===== config.mk =====
export PLATFORM = sky130hd
export DESIGN_NAME = kalc_queue
export DESIGN_NICKNAME = d
export VERILOG_FILES = /design/src/design/kalc_pkg.sv /design/src/design/kalc_queue.sv
export SDC_FILE = /design/constraint.sdc
export NUM_CORES = 1
export LEC_CHECK = 0
export ABC_AREA = 1
export ABC_CLOCK_PERIOD_IN_PS = 1650
export BUFFER_PORTS_ARGS = -buffer_cell sky130_fd_sc_hd__buf_2
export CAP_MARGIN = 20
export CORE_ASPECT_RATIO = 0.8
export CORE_MARGIN = 4
export CORE_UTILIZATION = 25
export CTS_CLUSTER_SIZE = 40
export DETAILED_ROUTE_END_ITERATION = 12
export PLACE_DENSITY = 0.5
export SLEW_MARGIN = 25
export SYNTH_ARGS = -nofsm -noshare
export SYNTH_HDL_FRONTEND = slang
export SYNTH_SLANG_ARGS = --single-unit

===== constraint.sdc =====
create_clock -name clk -period 1.65 [get_ports clk]
set_input_delay 0.33 -clock clk [delete_from_list [all_inputs] [get_ports clk]]
set_output_delay 0.33 -clock clk [all_outputs]
set_load 0.005 [all_outputs]

===== src/design/kalc_pkg.sv =====
// Shared types and constants for the knob activity level classifier.
// Holds the item format passed from the front end to the back end and the
// piecewise linearization tables. No dependencies.
package kalc_pkg;

    localparam int SAMPLE_BITS = 12;
    localparam int DATA_BITS   = 16;
    localparam int INDEX_BITS  = 3;

    localparam int QUEUE_DEPTH = 8;
    localparam int QUEUE_PTR_W = $clog2(QUEUE_DEPTH);
    localparam int OCC_W       = $clog2(QUEUE_DEPTH + 1);

    localparam int SLOPE_W  = 10;
    localparam int OFFSET_W = SAMPLE_BITS;
    localparam int PROD_W   = OFFSET_W + SLOPE_W;
    localparam int RECIP_SH = 33;
    localparam int RECIP_W  = 26;
    localparam int QUOT_W   = PROD_W + RECIP_W - RECIP_SH;

    localparam logic [DATA_BITS-1:0] WINDOW_RESET = 16'd1000;

    typedef enum logic [INDEX_BITS-1:0] {
        REG_DELTA_THRESHOLD       = 3'd0,
        REG_LIMIT_SELF_REGULATING = 3'd1,
        REG_LIMIT_ACTIVE          = 3'd2,
        REG_LIMIT_OVERWHELMED     = 3'd3,
        REG_WINDOW_LENGTH_MS      = 3'd4
    } reg_index_t;

    typedef enum logic [1:0] {
        LEVEL_CALM           = 2'd0,
        LEVEL_SELF_REGULATING = 2'd1,
        LEVEL_ACTIVE         = 2'd2,
        LEVEL_OVERWHELMED    = 2'd3
    } level_t;

    typedef enum logic [2:0] {
        SEG_0 = 3'd0,
        SEG_1 = 3'd1,
        SEG_2 = 3'd2,
        SEG_3 = 3'd3,
        SEG_4 = 3'd4,
        SEG_5 = 3'd5
    } seg_t;

    typedef struct packed {
        logic                   tick;
        logic [SAMPLE_BITS-1:0] linear;
    } kalc_item_t;

    localparam logic [63:0] ONE_SHIFTED = 64'd1 << RECIP_SH;
    localparam logic [RECIP_W-1:0] RECIP_0 = RECIP_W'((ONE_SHIFTED + 64'd199) / 64'd200);
    localparam logic [RECIP_W-1:0] RECIP_1 = RECIP_W'((ONE_SHIFTED + 64'd138) / 64'd139);
    localparam logic [RECIP_W-1:0] RECIP_2 = RECIP_W'((ONE_SHIFTED + 64'd178) / 64'd179);
    localparam logic [RECIP_W-1:0] RECIP_3 = RECIP_W'((ONE_SHIFTED + 64'd318) / 64'd319);
    localparam logic [RECIP_W-1:0] RECIP_4 = RECIP_W'((ONE_SHIFTED + 64'd808) / 64'd809);
    localparam logic [RECIP_W-1:0] RECIP_5 = RECIP_W'((ONE_SHIFTED + 64'd2443) / 64'd2444);

    function automatic seg_t seg_of(input logic [SAMPLE_BITS-1:0] x);
        seg_t s;
        if (x <= 12'd200)
            s = SEG_0;
        else if (x <= 12'd340)
            s = SEG_1;
        else if (x <= 12'd520)
            s = SEG_2;
        else if (x <= 12'd840)
            s = SEG_3;
        else if (x <= 12'd1650)
            s = SEG_4;
        else
            s = SEG_5;
        return s;
    endfunction

    function automatic logic [SAMPLE_BITS-1:0] seg_in_lo(input seg_t s);
        logic [SAMPLE_BITS-1:0] v;
        unique case (s)
            SEG_0:   v = 12'd0;
            SEG_1:   v = 12'd201;
            SEG_2:   v = 12'd341;
            SEG_3:   v = 12'd521;
            SEG_4:   v = 12'd841;
            SEG_5:   v = 12'd1651;
            default: v = 12'd0;
        endcase
        return v;
    endfunction

    function automatic logic [SLOPE_W-1:0] seg_slope(input seg_t s);
        logic [SLOPE_W-1:0] v;
        unique case (s)
            SEG_0:   v = 10'd682;
            SEG_1:   v = 10'd682;
            SEG_2:   v = 10'd681;
            SEG_3:   v = 10'd681;
            SEG_4:   v = 10'd682;
            SEG_5:   v = 10'd682;
            default: v = 10'd0;
        endcase
        return v;
    endfunction

    function automatic logic [RECIP_W-1:0] seg_recip(input seg_t s);
        logic [RECIP_W-1:0] v;
        unique case (s)
            SEG_0:   v = RECIP_0;
            SEG_1:   v = RECIP_1;
            SEG_2:   v = RECIP_2;
            SEG_3:   v = RECIP_3;
            SEG_4:   v = RECIP_4;
            SEG_5:   v = RECIP_5;
            default: v = '0;
        endcase
        return v;
    endfunction

    function automatic logic [SAMPLE_BITS-1:0] seg_out_lo(input seg_t s);
        logic [SAMPLE_BITS-1:0] v;
        unique case (s)
            SEG_0:   v = 12'd0;
            SEG_1:   v = 12'd683;
            SEG_2:   v = 12'd1366;
            SEG_3:   v = 12'd2048;
            SEG_4:   v = 12'd2730;
            SEG_5:   v = 12'd3413;
            default: v = 12'd0;
        endcase
        return v;
    endfunction

endpackage


===== src/design/kalc_queue.sv =====
// Short first-in first-out queue between the front end and the back end.
// Overflow is prevented by the front end's credit count.
// Depends on kalc_pkg.
module kalc_queue (
    input  logic                 clk,
    input  logic                 rst_n,
    input  logic                 push_valid,
    input  kalc_pkg::kalc_item_t push_item,
    input  logic                 pop,
    output logic                 head_valid,
    output kalc_pkg::kalc_item_t head_item
);
    import kalc_pkg::*;

    kalc_item_t             entry_reg [QUEUE_DEPTH];
    logic [QUEUE_PTR_W-1:0] wr_ptr_reg;
    logic [QUEUE_PTR_W-1:0] rd_ptr_reg;
    logic [OCC_W-1:0]       count_reg;

    assign head_valid = (count_reg != '0);
    assign head_item  = entry_reg[rd_ptr_reg];

    always_ff @(posedge clk or negedge rst_n)
    begin
        if (!rst_n)
        begin
            wr_ptr_reg <= '0;
            rd_ptr_reg <= '0;
            count_reg  <= '0;
        end
        else
        begin
            if (push_valid)
                wr_ptr_reg <= wr_ptr_reg + 1'b1;
            if (pop)
                rd_ptr_reg <= rd_ptr_reg + 1'b1;
            count_reg <= count_reg + OCC_W'(push_valid) - OCC_W'(pop);
        end
    end

    always_ff @(posedge clk)
    begin
        if (push_valid)
            entry_reg[wr_ptr_reg] <= push_item;
    end

endmodule


**Word-level counts from Yosys, hierarchy flattened**

Memories as Yosys holds them, arrays and structs flattened.
Cells that the tools add are included.
Widths: inputs -> output; s select.

- Flip-flop bits (word level): 10
- Bits in latches: 0
- Memory bits (writable): 104
- Bits in read-only memories: 0
- Input bits: 17
- Output and inout port bits: 14
- Word-level logic and storage cells: 11
- Memories: 1

- Add/subtract/negate cells: 4
- Multiply operators: 0
- Div/mod/pow operators: 0
- $lt $le $gt $ge: 0
- Eq/ne operators: 0
- Shift operators: 0
- Muxes and demuxes: 2
- Bitwise gates (word level): 0
- Reductions and logical operators: 1

Memory list:

| memory | words | width | read ports | clocked after Yosys merged registers in | write ports | line | source |
|---|---|---|---|---|---|---|---|
| entry_reg | 8 | 13 | 1 | 0 | 1 | kalc_queue.sv:15 | `kalc_item_t entry_reg [QUEUE_DEPTH];` |

Operators by type and width:

| operator | number |
|---|---|
| $add 3x1->3 const B | 2 |
| $add 4x1->4 | 1 |
| $reduce_bool 4->1 | 1 |
| $sub 4x1->4 | 1 |
| $mux 1 | 2 |

**Longest topological paths before layout**

- Depth after elaboration: 2
- Gate-level depth with buffers: 8
- Depth with buffers taken out: 7

**Worst setup path after synthesis**

Ideal clock, no wire load.

- Path type: register to register
- From: reg wr_ptr_reg[0]
- To: mem entry_reg[0][0] (netlist bit) (enable)
- Setup time: 0.382 ns
- Data arrival time: 1.305 ns
- Required time: 1.268 ns
- Path slack: -0.037 ns
- Cell stages (with the launch flop): 3
- Buffers on the path: 0
- Clock period less this slack: 1.687 ns
- Path through: dfrtp_1 or2_2 nor2_1

RTL lines:

| element | line | source |
|---|---|---|
| start: declaration | kalc_queue.sv:16 | `logic [QUEUE_PTR_W-1:0] wr_ptr_reg;` |
| start signal: assignment | kalc_queue.sv:34 | `wr_ptr_reg <= wr_ptr_reg + 1'b1;` |
| end: declaration | kalc_queue.sv:15 |  |

No word-level cell before the write port.

==> metrics.md <==
| Metric | Value |
|---|---|
| CTS Buffer Depth | `2` |
| Ant. Diodes | `0` |
| Global Route Usage Sum | `between 10% and 20%` |
| Sequential share of the synthesized area | `between 60% and 70%` |
| Post-synth top cells | `nand2_1, inv_1, edfxtp_1` |
| Most numerous cell in the Yosys netlist | `nand2_1` |
| WL final | `about 12,000 microns` |
| Overflow after GRT | `0` |
| CTS clk-pin slew, worst paths | `around 0.050 ns` |
| Critical Path Fanout Max | `10` |
| Post-route ant nets | `0` |
| Minimum clock period | `approximately 1.9 ns` |
| Worst Path Required | `1.32 ns` |
| IO Port Bufs | `30` |
| Slew Viols, Final | `0` |
| Count of cell types in the netlist | `18` |
| YS warnings | `0` |
| FF-to-FF Start | `count_reg[0]` |
| Die height | `136 microns` |
| Sum of net half-perimeters after detailed placement | `approximately 7500 microns` |
| Tightest Pin Transition | `about 0.26 ns` |
| Flop and latch count out of synthesis | `approximately 110` |
| CP Class | `reg -> out` |
| # fillers | `between 2,000 and 2,500` |
| Mapped Cells | `between 500 and 600` |
| Area leader, netlist | `edfxtp_1` |
| Fin crit share | `116%` |
| Max Cap Viol | `0` |
| Initial antenna violation count | `0` |
| Power per cell area | `between 1500 and 2000 nW/um^2` |
| GPL Wtd Cong | `between 0.7 and 0.8` |
| Drt wl/cell | `around 14 microns` |
| Vias in the first global route | `between 3,000 and 4,000` |
| CTS root buf | `clkbuf_16` |
| CTS tree | `done` |
| Number of synthesized flops with an enable pin | `104` |
| Multi-input gate area | `1190 sq um` |
| FP Rows | `46` |
| Outcome | `finished, violations left` |
| H-tree depth | `4` |
| Drt first-iter violations | `roughly 240` |
| Setup_tns | `-3.27 ns` |
| Peak VDD IR | `between 0.8 and 0.9 mV` |
| Clk_lat worst skew | `0.40 ns` |
| Core area | `about 20,000 sq um` |
| Primary FF master, synth | `edfxtp_1` |
| Syn-to-layout area delta | `27.4%` |
| CTS Buf Count | `17` |
| Failing checks | `negative setup slack` |
| DR DRC count | `0` |
| Top-area cell type share of the netlist area | `roughly three fifths` |
| Post-synth ARST share | `under 10%` |
| Crit start category | `flip-flop` |
| Syn avg cell area | `9.99 sq um` |
| Final core occ | `between 30% and 40%` |
| Min-Delay Path Class | `in -> reg` |
| Fraction of layout cells with a size suffix above 1 | `between 10% and 20%` |
| Boundary pin count | `31` |
| Clk sinks | `114` |
| Fmax | `approximately 0.52 GHz` |
| Nets@finish | `around 600` |
| Fin Hold WS | `roughly 0.19 ns` |
| Worst setup path start | `rd_ptr_reg[0]` |
| Mapped Area | `~5000 sq um` |
| RSZ-0062 raised after global routing | `true` |
| Leakage | `3.02 nW` |
| Final hold vios | `0` |
| Synthesized netlist net count | `around 540` |
| Die W | `~170 microns` |
| DR vias/cell | `between 4 and 5` |
| Max reg flops | `104` |
| Worst setup EP type | `output port` |
| Hold Path Origin | `push_item[9]` |
| Final Worst Setup Slack | `-0.269 ns` |
| Die area | `around 23,000 sq um` |
| Final setup viols | `13` |
| Initial Util | `25.7%` |
| First-pass GRT wire length | `about 18,000 microns` |
| Arrival @ worst endpoint | `between 1.5 and 2 ns` |
| Worst slew margin | `about 82%` |
| Synth top area cells | `edfxtp_1, nand2_1, inv_1` |
| DR pass1 iterations | `5` |
| Clock Skew | `~0.007 ns` |
| Storage element area | `3370 sq um` |
| DR vias | `roughly 3,400` |
| Pin count of the biggest net entering global routing | `31` |
## power by group
group          total (W)  switching (W)  leakage, nW  internal, W
logic            0.00406        0.00238         1.68      0.00169
clock network    0.00373        0.00122        0.286      0.00251
registers        0.00373       0.000167         1.06      0.00356
## worst paths after layout
kind	to	slack, ns	cells after the start
min reg2reg	wr_ptr_reg[0]	0.54	2
max reg2reg	count_reg[1]	0.11	7
min in group asynchronous	count_reg[1]	0.33	2
min	entry_reg[7][9]	0.19	1
max in group asynchronous	rd_ptr_reg[0]	1.08	2
max	head_item[11]	-0.27	8
## metrics by stage
step / instances / setup WS, ns / instance area, sq um / total power (W)
after floorplan: 513 / -0.0371 / 5120 / 0.00614
after global placement: 820 / 0.0138 / 5800 / 0.00753
after detailed placement: 820 / -0.0226 / 5800 / 0.00760
after CTS: 853 / -0.272 / 6420 / 0.0114
after global routing: 855 / -0.358 / 6530 / 0.0123
final: 855 / -0.269 / 6530 / 0.0115
## layer usage
layer / routed length [microns] / share of wire [%] / vias to the layer above / track usage, %
met4: 134 / 1.1 / 0 / 4.15
met2: 5550 / 47 / 56 / 17.6
met1: 5600 / 48 / 1639 / 13.6
li1: - / - / 1721 / -
met5: 0 / 0 / - / 0
met3: 411 / 3.5 / 13 / 2.70
## cell type report
class | count | share of cell area (%)
Timing Repair Buffer | 64 | 8.62
Tap cell | 264 | 5.06
Sequential cell | 114 | 51.7
Clock inverter | 11 | 2.47
Multi-Input combinational cell | 260 | 18.3
Clock buffer | 21 | 6.75
Inverter | 121 | 7.11
## what timing repair did
action	4_1_cts	5_1_grt
pin swaps	0	1
setup buffers	0	0
resized for setup	3	19
gates cloned	0	2
endpoints found under the hold margin	10	0
endpoints found under the setup margin	13	27
hold buffers	1	0
## worst max-delay path, cell delays in order (launching register included)
cell and delay, ns:
dfrtp_2 0.48, inv_8 0.14, clkbuf_16 0.17, nand2_1 0.05
nand3_1 0.07, nand2_1 0.05, nand2_1 0.05, nand2_1 0.06
buf_2 0.12
## cell usage in the layout, fill, tap and decap left out, types with 8 or more instances in the layout
cell	netlist	layout
clkbuf_16	0	19
buf_12	0	9
edfxtp_1	104	104
nand2_1	181	173
nand2_2	0	8
nand3_1	54	50
buf_4	3	21
buf_2	6	30
inv_1	119	118
dfrtp_1	10	9
## cell families (layout without fill, tap and decap cells)
family                   count (synthesis)  count (layout)  synth area share, %
AO/OA/AOI/OAI                            3               3                0.293
XOR/XNOR                                 5               5                0.855
adder cells (fa/ha/maj)                  8               8                 2.10
buffers and inverters                  139             217                 11.7
flip-flops                             114             114                 65.8
AND/OR/NAND/NOR                        244             244                 19.2
Note: power is estimated with default switching activity, not from simulation.
