## src/design/kalc_pkg.sv

```systemverilog
// Shared types and constants for the knob activity level classifier.
// Holds the item format passed from the front end to the back end and the
// piecewise linearization tables. No dependencies.
package kalc_pkg;

    localparam int SAMPLE_BITS = 12;
    localparam int DATA_BITS   = 16;
    localparam int INDEX_BITS  = 3;

    localparam int QUEUE_DEPTH = 8;
    localparam int QUEUE_PTR_W = $clog2(QUEUE_DEPTH);
    localparam int OCC_W       = $clog2(QUEUE_DEPTH + 1);

    localparam int SLOPE_W  = 10;
    localparam int OFFSET_W = SAMPLE_BITS;
    localparam int PROD_W   = OFFSET_W + SLOPE_W;
    localparam int RECIP_SH = 33;
    localparam int RECIP_W  = 26;
    localparam int QUOT_W   = PROD_W + RECIP_W - RECIP_SH;

    localparam logic [DATA_BITS-1:0] WINDOW_RESET = 16'd1000;

    typedef enum logic [INDEX_BITS-1:0] {
        REG_DELTA_THRESHOLD       = 3'd0,
        REG_LIMIT_SELF_REGULATING = 3'd1,
        REG_LIMIT_ACTIVE          = 3'd2,
        REG_LIMIT_OVERWHELMED     = 3'd3,
        REG_WINDOW_LENGTH_MS      = 3'd4
    } reg_index_t;

    typedef enum logic [1:0] {
        LEVEL_CALM           = 2'd0,
        LEVEL_SELF_REGULATING = 2'd1,
        LEVEL_ACTIVE         = 2'd2,
        LEVEL_OVERWHELMED    = 2'd3
    } level_t;

    typedef enum logic [2:0] {
        SEG_0 = 3'd0,
        SEG_1 = 3'd1,
        SEG_2 = 3'd2,
        SEG_3 = 3'd3,
        SEG_4 = 3'd4,
        SEG_5 = 3'd5
    } seg_t;

    typedef struct packed {
        logic                   tick;
        logic [SAMPLE_BITS-1:0] linear;
    } kalc_item_t;

    localparam logic [63:0] ONE_SHIFTED = 64'd1 << RECIP_SH;
    localparam logic [RECIP_W-1:0] RECIP_0 = RECIP_W'((ONE_SHIFTED + 64'd199) / 64'd200);
    localparam logic [RECIP_W-1:0] RECIP_1 = RECIP_W'((ONE_SHIFTED + 64'd138) / 64'd139);
    localparam logic [RECIP_W-1:0] RECIP_2 = RECIP_W'((ONE_SHIFTED + 64'd178) / 64'd179);
    localparam logic [RECIP_W-1:0] RECIP_3 = RECIP_W'((ONE_SHIFTED + 64'd318) / 64'd319);
    localparam logic [RECIP_W-1:0] RECIP_4 = RECIP_W'((ONE_SHIFTED + 64'd808) / 64'd809);
    localparam logic [RECIP_W-1:0] RECIP_5 = RECIP_W'((ONE_SHIFTED + 64'd2443) / 64'd2444);

    function automatic seg_t seg_of(input logic [SAMPLE_BITS-1:0] x);
        seg_t s;
        if (x <= 12'd200)
            s = SEG_0;
        else if (x <= 12'd340)
            s = SEG_1;
        else if (x <= 12'd520)
            s = SEG_2;
        else if (x <= 12'd840)
            s = SEG_3;
        else if (x <= 12'd1650)
            s = SEG_4;
        else
            s = SEG_5;
        return s;
    endfunction

    function automatic logic [SAMPLE_BITS-1:0] seg_in_lo(input seg_t s);
        logic [SAMPLE_BITS-1:0] v;
        unique case (s)
            SEG_0:   v = 12'd0;
            SEG_1:   v = 12'd201;
            SEG_2:   v = 12'd341;
            SEG_3:   v = 12'd521;
            SEG_4:   v = 12'd841;
            SEG_5:   v = 12'd1651;
            default: v = 12'd0;
        endcase
        return v;
    endfunction

    function automatic logic [SLOPE_W-1:0] seg_slope(input seg_t s);
        logic [SLOPE_W-1:0] v;
        unique case (s)
            SEG_0:   v = 10'd682;
            SEG_1:   v = 10'd682;
            SEG_2:   v = 10'd681;
            SEG_3:   v = 10'd681;
            SEG_4:   v = 10'd682;
            SEG_5:   v = 10'd682;
            default: v = 10'd0;
        endcase
        return v;
    endfunction

    function automatic logic [RECIP_W-1:0] seg_recip(input seg_t s);
        logic [RECIP_W-1:0] v;
        unique case (s)
            SEG_0:   v = RECIP_0;
            SEG_1:   v = RECIP_1;
            SEG_2:   v = RECIP_2;
            SEG_3:   v = RECIP_3;
            SEG_4:   v = RECIP_4;
            SEG_5:   v = RECIP_5;
            default: v = '0;
        endcase
        return v;
    endfunction

    function automatic logic [SAMPLE_BITS-1:0] seg_out_lo(input seg_t s);
        logic [SAMPLE_BITS-1:0] v;
        unique case (s)
            SEG_0:   v = 12'd0;
            SEG_1:   v = 12'd683;
            SEG_2:   v = 12'd1366;
            SEG_3:   v = 12'd2048;
            SEG_4:   v = 12'd2730;
            SEG_5:   v = 12'd3413;
            default: v = 12'd0;
        endcase
        return v;
    endfunction

endpackage

```

## src/design/kalc_back.sv

```systemverilog
// Back end: configuration registers, activity counting, window timing and
// grading, and the output register. Depends on kalc_pkg.
module kalc_back #(
    parameter int COUNT_BITS = 16
) (
    input  logic                            clk,
    input  logic                            rst_n,
    input  logic                            write_enable,
    input  logic [kalc_pkg::INDEX_BITS-1:0] write_index,
    input  logic [kalc_pkg::DATA_BITS-1:0]  write_data,
    input  logic                            head_valid,
    input  kalc_pkg::kalc_item_t            head_item,
    output logic                            pop,
    output logic                            out_valid,
    input  logic                            out_stall,
    output logic [kalc_pkg::SAMPLE_BITS-1:0] linear_value,
    output logic                            window_closed,
    output logic [1:0]                      level,
    output logic [kalc_pkg::DATA_BITS-1:0]  window_count
);
    import kalc_pkg::*;

    localparam int CMP_W = (COUNT_BITS > DATA_BITS) ? COUNT_BITS : DATA_BITS;
    localparam logic [COUNT_BITS-1:0] COUNT_MAX = {COUNT_BITS{1'b1}};
    localparam logic [CMP_W-1:0] REPORT_MAX = CMP_W'({DATA_BITS{1'b1}});

    logic [SAMPLE_BITS-1:0] thr_reg;
    logic [DATA_BITS-1:0]   lim_sr_reg;
    logic [DATA_BITS-1:0]   lim_act_reg;
    logic [DATA_BITS-1:0]   lim_ovw_reg;
    logic [DATA_BITS-1:0]   win_reg;

    logic [SAMPLE_BITS-1:0] prev_reg;
    logic [SAMPLE_BITS-1:0] prev_next;
    logic                   base_valid_reg;
    logic                   base_valid_next;
    logic [COUNT_BITS-1:0]  count_reg;
    logic [COUNT_BITS-1:0]  count_next;
    logic [DATA_BITS-1:0]   elapsed_reg;
    logic [DATA_BITS-1:0]   elapsed_next;
    level_t                 level_reg;
    level_t                 level_next;

    logic                   out_valid_reg;
    logic                   out_valid_next;
    logic [SAMPLE_BITS-1:0] out_linear_reg;
    logic                   out_closed_reg;
    level_t                 out_level_reg;
    logic [DATA_BITS-1:0]   out_count_reg;

    logic                   out_free;
    logic                   take_sample;
    logic                   take_tick;
    logic [SAMPLE_BITS-1:0] lin;
    logic [SAMPLE_BITS-1:0] base;
    logic [SAMPLE_BITS-1:0] diff;
    logic [COUNT_BITS-1:0]  count_upd;
    logic [CMP_W-1:0]       count_cmp;
    logic                   closed;
    level_t                 graded;
    logic [DATA_BITS-1:0]   reported;

    assign out_free    = !out_valid_reg || !out_stall;
    assign pop         = head_valid && (head_item.tick || out_free);
    assign take_sample = pop && !head_item.tick;
    assign take_tick   = pop && head_item.tick;

    assign lin  = head_item.linear;
    assign base = base_valid_reg ? prev_reg : lin;
    assign diff = (lin >= base) ? (lin - base) : (base - lin);

    assign count_upd = ((diff > thr_reg) && (count_reg != COUNT_MAX)) ?
                       count_reg + 1'b1 : count_reg;
    assign count_cmp = CMP_W'(count_upd);
    assign closed    = (elapsed_reg >= win_reg);
    assign reported  = (count_cmp > REPORT_MAX) ? DATA_BITS'(REPORT_MAX)
                                                : DATA_BITS'(count_cmp);

    always_comb
    begin
        if (count_cmp >= CMP_W'(lim_ovw_reg))
            graded = LEVEL_OVERWHELMED;
        else if (count_cmp >= CMP_W'(lim_act_reg))
            graded = LEVEL_ACTIVE;
        else if (count_cmp >= CMP_W'(lim_sr_reg))
            graded = LEVEL_SELF_REGULATING;
        else
            graded = LEVEL_CALM;
    end

    always_comb
    begin
        prev_next       = prev_reg;
        base_valid_next = base_valid_reg;
        count_next      = count_reg;
        elapsed_next    = elapsed_reg;
        level_next      = level_reg;
        out_valid_next  = out_valid_reg && out_stall;
        if (take_tick)
        begin
            if (elapsed_reg != {DATA_BITS{1'b1}})
                elapsed_next = elapsed_reg + 1'b1;
        end
        if (take_sample)
        begin
            prev_next       = lin;
            base_valid_next = 1'b1;
            out_valid_next  = 1'b1;
            if (closed)
            begin
                level_next   = graded;
                count_next   = '0;
                elapsed_next = '0;
            end
            else
            begin
                count_next = count_upd;
            end
        end
    end

    always_ff @(posedge clk or negedge rst_n)
    begin
        if (!rst_n)
        begin
            thr_reg        <= '0;
            lim_sr_reg     <= '0;
            lim_act_reg    <= '0;
            lim_ovw_reg    <= '0;
            win_reg        <= WINDOW_RESET;
            prev_reg       <= '0;
            base_valid_reg <= 1'b0;
            count_reg      <= '0;
            elapsed_reg    <= '0;
            level_reg      <= LEVEL_CALM;
            out_valid_reg  <= 1'b0;
        end
        else
        begin
            if (write_enable)
            begin
                unique case (write_index)
                    REG_DELTA_THRESHOLD:       thr_reg     <= write_data[SAMPLE_BITS-1:0];
                    REG_LIMIT_SELF_REGULATING: lim_sr_reg  <= write_data;
                    REG_LIMIT_ACTIVE:          lim_act_reg <= write_data;
                    REG_LIMIT_OVERWHELMED:     lim_ovw_reg <= write_data;
                    REG_WINDOW_LENGTH_MS:      win_reg     <= write_data;
                    default:                   ;
                endcase
            end
            prev_reg       <= prev_next;
            base_valid_reg <= base_valid_next;
            count_reg      <= count_next;
            elapsed_reg    <= elapsed_next;
            level_reg      <= level_next;
            out_valid_reg  <= out_valid_next;
        end
    end

    always_ff @(posedge clk)
    begin
        if (take_sample)
        begin
            out_linear_reg <= lin;
            out_closed_reg <= closed;
            out_level_reg  <= level_next;
            out_count_reg  <= reported;
        end
    end

    assign out_valid     = out_valid_reg;
    assign linear_value  = out_linear_reg;
    assign window_closed = out_closed_reg;
    assign level         = out_level_reg;
    assign window_count  = out_count_reg;

endmodule

```

## config.mk

```make
export PLATFORM = sky130hd
export DESIGN_NAME = kalc_back
export DESIGN_NICKNAME = d
export VERILOG_FILES = /design/src/design/kalc_pkg.sv /design/src/design/kalc_back.sv
export SDC_FILE = /design/constraint.sdc
export NUM_CORES = 1
export LEC_CHECK = 0
export BUFFER_PORTS_ARGS = -buffer_cell sky130_fd_sc_hd__buf_2
export CAP_MARGIN = 5
export CORE_MARGIN = 5
export CORE_UTILIZATION = 45
export CTS_BUF_LIST = sky130_fd_sc_hd__clkbuf_8
export CTS_CLUSTER_SIZE = 14
export DETAILED_ROUTE_END_ITERATION = 7
export PLACE_DENSITY_LB_ADDON = 0.3
export SYNTH_ARGS = -nofsm -noshare
export SYNTH_HDL_FRONTEND = slang
export SYNTH_SLANG_ARGS = --single-unit
```

## constraint.sdc

```tcl
create_clock -name clk -period 6.7 [get_ports clk]
set_input_delay 0.67 -clock clk [delete_from_list [all_inputs] [get_ports clk]]
set_output_delay 0.67 -clock clk [all_outputs]
set_load 0.02 [all_outputs]
```

Word level (Yosys, flattened, before mapping)
Cells that the tools add are included.
W data, S select, Z words.
{"block": "word_totals", "out_inout_bits": 33, "wordCells": 62, "input_bits": 37, "regBits": 155}
{"block": "op_classes", "order_cmp": 7, "n_reduce_logical": 16, "mux": 14, "n_addsub": 4, "eq_ne": 6}
{"operator": "$mux W16", "n": 6}
{"operator": "$ge A16 B16 Y1", "n": 4}
{"operator": "$add A16 B1 Y16 const B", "n": 2}
{"operator": "$ne A16 B16 Y1 const B", "n": 2}
{"operator": "$mux W12", "n": 2}
{"operator": "$sub A12 B12 Y12", "n": 2}
{"operator": "$gt A16 B16 Y1 const B", "n": 1}
{"operator": "$ge A12 B12 Y1", "n": 1}
{"operator": "$gt A12 B12 Y1", "n": 1}
{"operator": "$reduce_and A2 Y1", "n": 5}
{"operator": "$mux W2", "n": 4}
{"operator": "$eq A3 B2 Y1 const B", "n": 2}
{"operator": "$logic_and A1 B1 Y1", "n": 5}
{"operator": "$eq A3 B1 Y1 const B", "n": 1}
{"operator": "$eq A3 B3 Y1 const B", "n": 1}
{"operator": "$logic_not A1 Y1", "n": 3}
{"operator": "$logic_not A3 Y1", "n": 1}
{"operator": "$logic_or A1 B1 Y1", "n": 2}
{"operator": "$mux W1", "n": 2}

Longest topological paths before layout
{"block": "depth", "word_depth": 12, "mapped_depth": 31, "depth_no_buf": 29}

Least setup slack after synthesis
Ideal clock, no wire load.
{"block": "synth_timing", "kind": "input to register", "start": "input head_item[4] (netlist name)", "end": "register out_level_reg[0], in the netlist level[0] (data pin)", "setup_time_ps": 161, "cell_stages": 28, "slack_ps": 355, "arrival_ps": 6184, "path_cell_list": "inv_1 o21a_1 inv_1 ha_1 clkbuf_1 nand4_1 a31oi_1 o31ai_2 a21oi_1 buf_2 mux2i_1 xor2_1 ha_1 and3_4 and3_4 a22o_1 a21o_1 clkbuf_1 or3_1 xnor2_1 ha_1 a21o_1 a211oi_1 o21ai_0 nor4b_1 a2111oi_0 o31ai_1 a2bb2oi_1"}
{"block": "synth_via", "elab_chain_len": 12, "elab_cells_between_ends": 16, "cone_classes": "add/sub (2); order compare (5); mux (8); reduce/logical (1)"}
{"item": "from (decl)", "line_no": "kalc_back.sv:12", "source": "input kalc_pkg::kalc_item_t head_item,"}
{"item": "$mux W12", "line_no": "kalc_back.sv:69", "source": "assign base = base_valid_reg ? prev_reg : lin;"}
{"item": "$sub A12 B12 Y12 / $ge A12 B12 Y1 (equally long branches)", "line_no": "kalc_back.sv:70", "source": "assign diff = (lin >= base) ? (lin - base) : (base - lin);"}
{"item": "$mux W12 *", "line_no": "kalc_back.sv:70"}
{"item": "$gt A12 B12 Y1 *", "line_no": "kalc_back.sv:72", "source": "assign count_upd = ((diff > thr_reg) && (count_reg != COUNT_MAX)) ?"}
{"item": "$logic_and A1 B1 Y1 *", "line_no": "kalc_back.sv:72"}
{"item": "$mux W16 *", "line_no": "kalc_back.sv:72"}
{"item": "named net count_cmp[5]", "line_no": "kalc_back.sv:58", "source": "logic [CMP_W-1:0] count_cmp;"}
{"item": "$ge A16 B16 Y1", "line_no": "kalc_back.sv:85", "source": "else if (count_cmp >= CMP_W'(lim_sr_reg))"}
{"item": "$mux W1", "line_no": "kalc_back.sv:85"}
{"item": "$mux W2", "line_no": "kalc_back.sv:83", "source": "else if (count_cmp >= CMP_W'(lim_act_reg))"}
{"item": "$mux W2 *", "line_no": "kalc_back.sv:81", "source": "if (count_cmp >= CMP_W'(lim_ovw_reg))"}
{"item": "$mux W2 *", "line_no": "kalc_back.sv:109", "source": "if (closed)"}
{"item": "$mux W2 *", "line_no": "kalc_back.sv:104", "source": "if (take_sample)"}
{"item": "named net level_next[0]", "line_no": "kalc_back.sv:42", "source": "level_t level_next;"}
{"item": "to (signal assigned)", "line_no": "kalc_back.sv:166", "source": "out_level_reg <= level_next;"}
{"item": "to (decl)", "line_no": "kalc_back.sv:48", "source": "level_t out_level_reg;"}
The timed path passes the listed nets; every way through them passes the cells marked *.
A chain may end at the register's enable or synchronous reset.

Worst setup path after layout
{"block": "layout_timing", "start": "register base_valid_reg", "end": "register out_level_reg[1], in the netlist level[1] (data pin)"}
{"block": "layout_via", "elab_chain_len": 11, "elab_cells_between_ends": 14, "cone_classes": "add/sub (2); order compare (4); mux (7); reduce/logical (1)"}
{"item": "from (decl)", "line_no": "kalc_back.sv:35", "source": "logic base_valid_reg;"}
{"item": "from (signal assigned)", "line_no": "kalc_back.sv:152", "source": "base_valid_reg <= base_valid_next;"}
{"item": "$mux W12 *", "line_no": "kalc_back.sv:69"}
{"item": "$sub A12 B12 Y12 / $ge A12 B12 Y1 (equally long branches)", "line_no": "kalc_back.sv:70"}
{"item": "$mux W12 *", "line_no": "kalc_back.sv:70"}
{"item": "$gt A12 B12 Y1 *", "line_no": "kalc_back.sv:72"}
{"item": "$logic_and A1 B1 Y1 *", "line_no": "kalc_back.sv:72"}
{"item": "$mux W16 *", "line_no": "kalc_back.sv:72"}
{"item": "named net count_cmp[10]", "line_no": "kalc_back.sv:58"}
{"item": "$ge A16 B16 Y1", "line_no": "kalc_back.sv:83"}
{"item": "$mux W2", "line_no": "kalc_back.sv:83"}
{"item": "$mux W2 *", "line_no": "kalc_back.sv:81"}
{"item": "$mux W2 *", "line_no": "kalc_back.sv:109"}
{"item": "$mux W2 *", "line_no": "kalc_back.sv:104"}
{"item": "named net level_next[1]", "line_no": "kalc_back.sv:42"}
Marked as above.

==> run summary <==
Worst slew pin tran: 1.01 ns
Clock slew at reported path FFs: 0.09 ns
# diodes: 0
Final period util: 94.7%
Register Area: 4040 um2
Largest cells by area after synthesis: dfrtp_1 (32%), ha_1 (14%), edfxtp_1 (10%)
Adder-Cell Fraction of Synth Area: 14.1%
Post-detail-place hpwl: 15700 um
Global-route wire length before repair: 35200 um
Worst rel slew slack: 32.3%
Final Setup Violations: 0
Layout Nets: 1190
CTS tree: done
Main combinational cell family by area after synthesis: compound AO/OA/AOI/OAI gates
Clk pwr share: 22.9%
Initial Utilization: 45.6%
Drt total wl: 21300 um
Sequential Power Share: 39.0%
Pin count of the biggest net entering global routing: 70
Clock Sink Count: 155
Synth cell types: 57
Setup tns final: 0 ns
Combinational share of power: 38.1%
Initial antenna violation count: 0
WHS: 0.261 ns
CTS Hold Buffers Added: 0
CTS Buffer Depth: 2
Peak VDD IR: 0.153 mV
Vias per cell: 5.29
Pint: 1.96 mW
Remaining DRCs: 0
Die Wd: 153 um
Via Count: 7046
Yosys Warn Count: 0
Cells after Synth: 963
Top delay family on crit path: compound AO/OA/AOI/OAI gates
Wirelength per Cell: 16.0 um
Placed insts: 1300
Vias in the first global route: 6876
Switching power: 1.11 mW
Setup crit start kind: flop
WP data required: 6.90 ns
Synthesized area: 9230 um2
Grt ovf: 0
Area grow syn2layout: 14.3%
Syn nets: 1103
Post-synth top cells: nand2_1 (123), dfrtp_1 (118), inv_1 (108), ha_1 (101), o21ai_0 (89)
Post-synthesis simple-gate area fraction: 14.1%
Pins Over Slew Limit: 0
IO Pins: 70
Critical path type: flop to flop
Clock Tree Root: clkbuf_8
I/O Buffers: 69
Antenna Nets Post-Route: 0
Die area: 23500 um2
Area of the multi-input gates: 4790 um2
Filler instances: 1858
First-pass DRT Iterations: 5
Final GP Congestion: 0.919
Area share of the largest cell type after synthesis: 32.0%
Synth Area in Compound Gates: 15.0%
Post-Layout Cell Count: 1333
#FFs+latches synth: 155
1st-iter DRT viols: 414
CP Buf/Inv Count: 5
TritonCTS Buffers: 17
Core Region: 20200 um2
Sequential-to-total area share from yosys stat: 43.8%
Period minus WS final: 6.35 ns
Cell row count: 52
Post-synth EDFFs: 31
Die H: 153 um
Synth Area in XOR/XNOR: 3.42%
Syn Area/Cell: 9.59 um2
Max-Cap Viols: 0
Hold Crit Class: primary input to asynchronous set/reset pin
Post-synth ARST share: 80.0%
Final Util: 52.2%
Crit. End Element: flop
Most frequent cell after synthesis: nand2_1
Pwr Total: 3.07 mW
Later-pin clock latency in the skew report: 0.46 ns
CP max-delay cell: or4_4
Count of final hold-check violations: 0
Most used DFF post-synth: dfrtp_1
H-tree depth: 4
Pwr per Cell Area: 291 nW/um2
Fin Clk Skew: 0.0122 ns
Crit path DAT: 6.55 ns
GRT Overall Usage: 18.5%
Most frequent CP cell: buf_4
Max Clk Rate: 158 MHz
Largest fanout on the critical path: 12
Share of cells above drive strength 1: 17.3%
Slowest Stage Delay on Critical Path: 0.56 ns
Synth area leader: dfrtp_1
Run status: complete, no violations
Mux share of post-synthesis cell area: 3.65%
Pleak: 5.06 nW
Net Sw Frac: 36.1%
## power groups by stage
stage | sequential [mW] | combinational, mW | clock (mW)
2_1_floorplan | 1.21 | 0.794 | 0
3_3_place_gp | 1.22 | 1.12 | 0
3_5_place_dp | 1.22 | 1.14 | 0
4_1_cts | 1.20 | 1.16 | 0.723
5_1_grt | 1.22 | 1.33 | 0.770
6_report | 1.20 | 1.17 | 0.704
## metrics by stage
stage	instance area, um2	worst slack (ns)
2_1_floorplan	9230	0.355
3_3_place_gp	10100	-0.0339
3_5_place_dp	10100	-0.182
4_1_cts	10500	0.0157
5_1_grt	10600	-0.0330
6_report	10600	0.352
## final cells by class
| class | instances | share of cell area (%) |
|---|---|---|
| clock buffers | 17 | 2.22 |
| well taps | 270 | 3.20 |
| multi-input cells | 666 | 45.4 |
| inverters | 109 | 3.88 |
| repair buffers | 101 | 5.57 |
| clock inverters | 15 | 1.45 |
| flip-flops and latches | 155 | 38.3 |
## layout by cell type (no fill, tap or decap), types with 4 or more instances in the layout
master      instances
a211oi_1           10
a21o_1             19
a21oi_1            34
a31oi_1            15
and3_1             10
buf_2              68
buf_4              33
clkbuf_8           17
clkinv_2            4
clkinv_4            4
clkinvlp_4          5
dfrtp_1           117
dfstp_2             6
edfxtp_1           31
ha_1              101
inv_1             108
mux2_2             21
mux2i_1            10
nand2_1           123
nand2b_1           12
nand3_1            18
nand3b_1            4
nand4_1            14
nor2_1             40
nor2b_1             7
nor3_1             17
o2111ai_1           4
o211ai_1            5
o21a_1             15
o21ai_0            89
o22ai_1             4
xnor2_1            19
xor2_1             13
## final timing paths
| path | startpoint | endpoint | slack (ns) | cells after the start |
|---|---|---|---|---|
| worst min register to register | prev_reg[11] | prev_reg[11] | 0.49 | 2 |
| worst max register to register | base_valid_reg | level[1] | 0.35 | 29 |
| min in group clk | head_item[2] | linear_value[2] | 0.41 | 1 |
| worst max-delay path | base_valid_reg | level[1] | 0.35 | 29 |
| max in group asynchronous | rst_n | base_valid_reg | 5.00 | 2 |
| worst min-delay path | rst_n | lim_sr_reg[14] | 0.26 | 1 |
## logic make-up after synthesis
kind of cell	Yosys count
buffers and inverters	142
and+or+nand+nor	273
DFF	155
xor gates and xnor gates	36
AOI/OAI and AO/OA	223
adders and majority gates	103
muxes	31
## per-layer routing
metal  global-route usage, %  part of all wire (%)
met2                    30.1                    47
met1                    25.0                    46
met4                    5.13                   1.7
met3                    4.13                   4.8
met5                       0                     0
## repair_timing
item / 4_1_cts / 5_1_grt
endpoints found under the setup margin: 1 / 4
pin swaps: 0 / 1
resized for setup: 1 / 16
setup buffers: 0 / 1
hold endpoints to repair: 0 / 0
No activity file was read; power rests on OpenSTA's default activity.
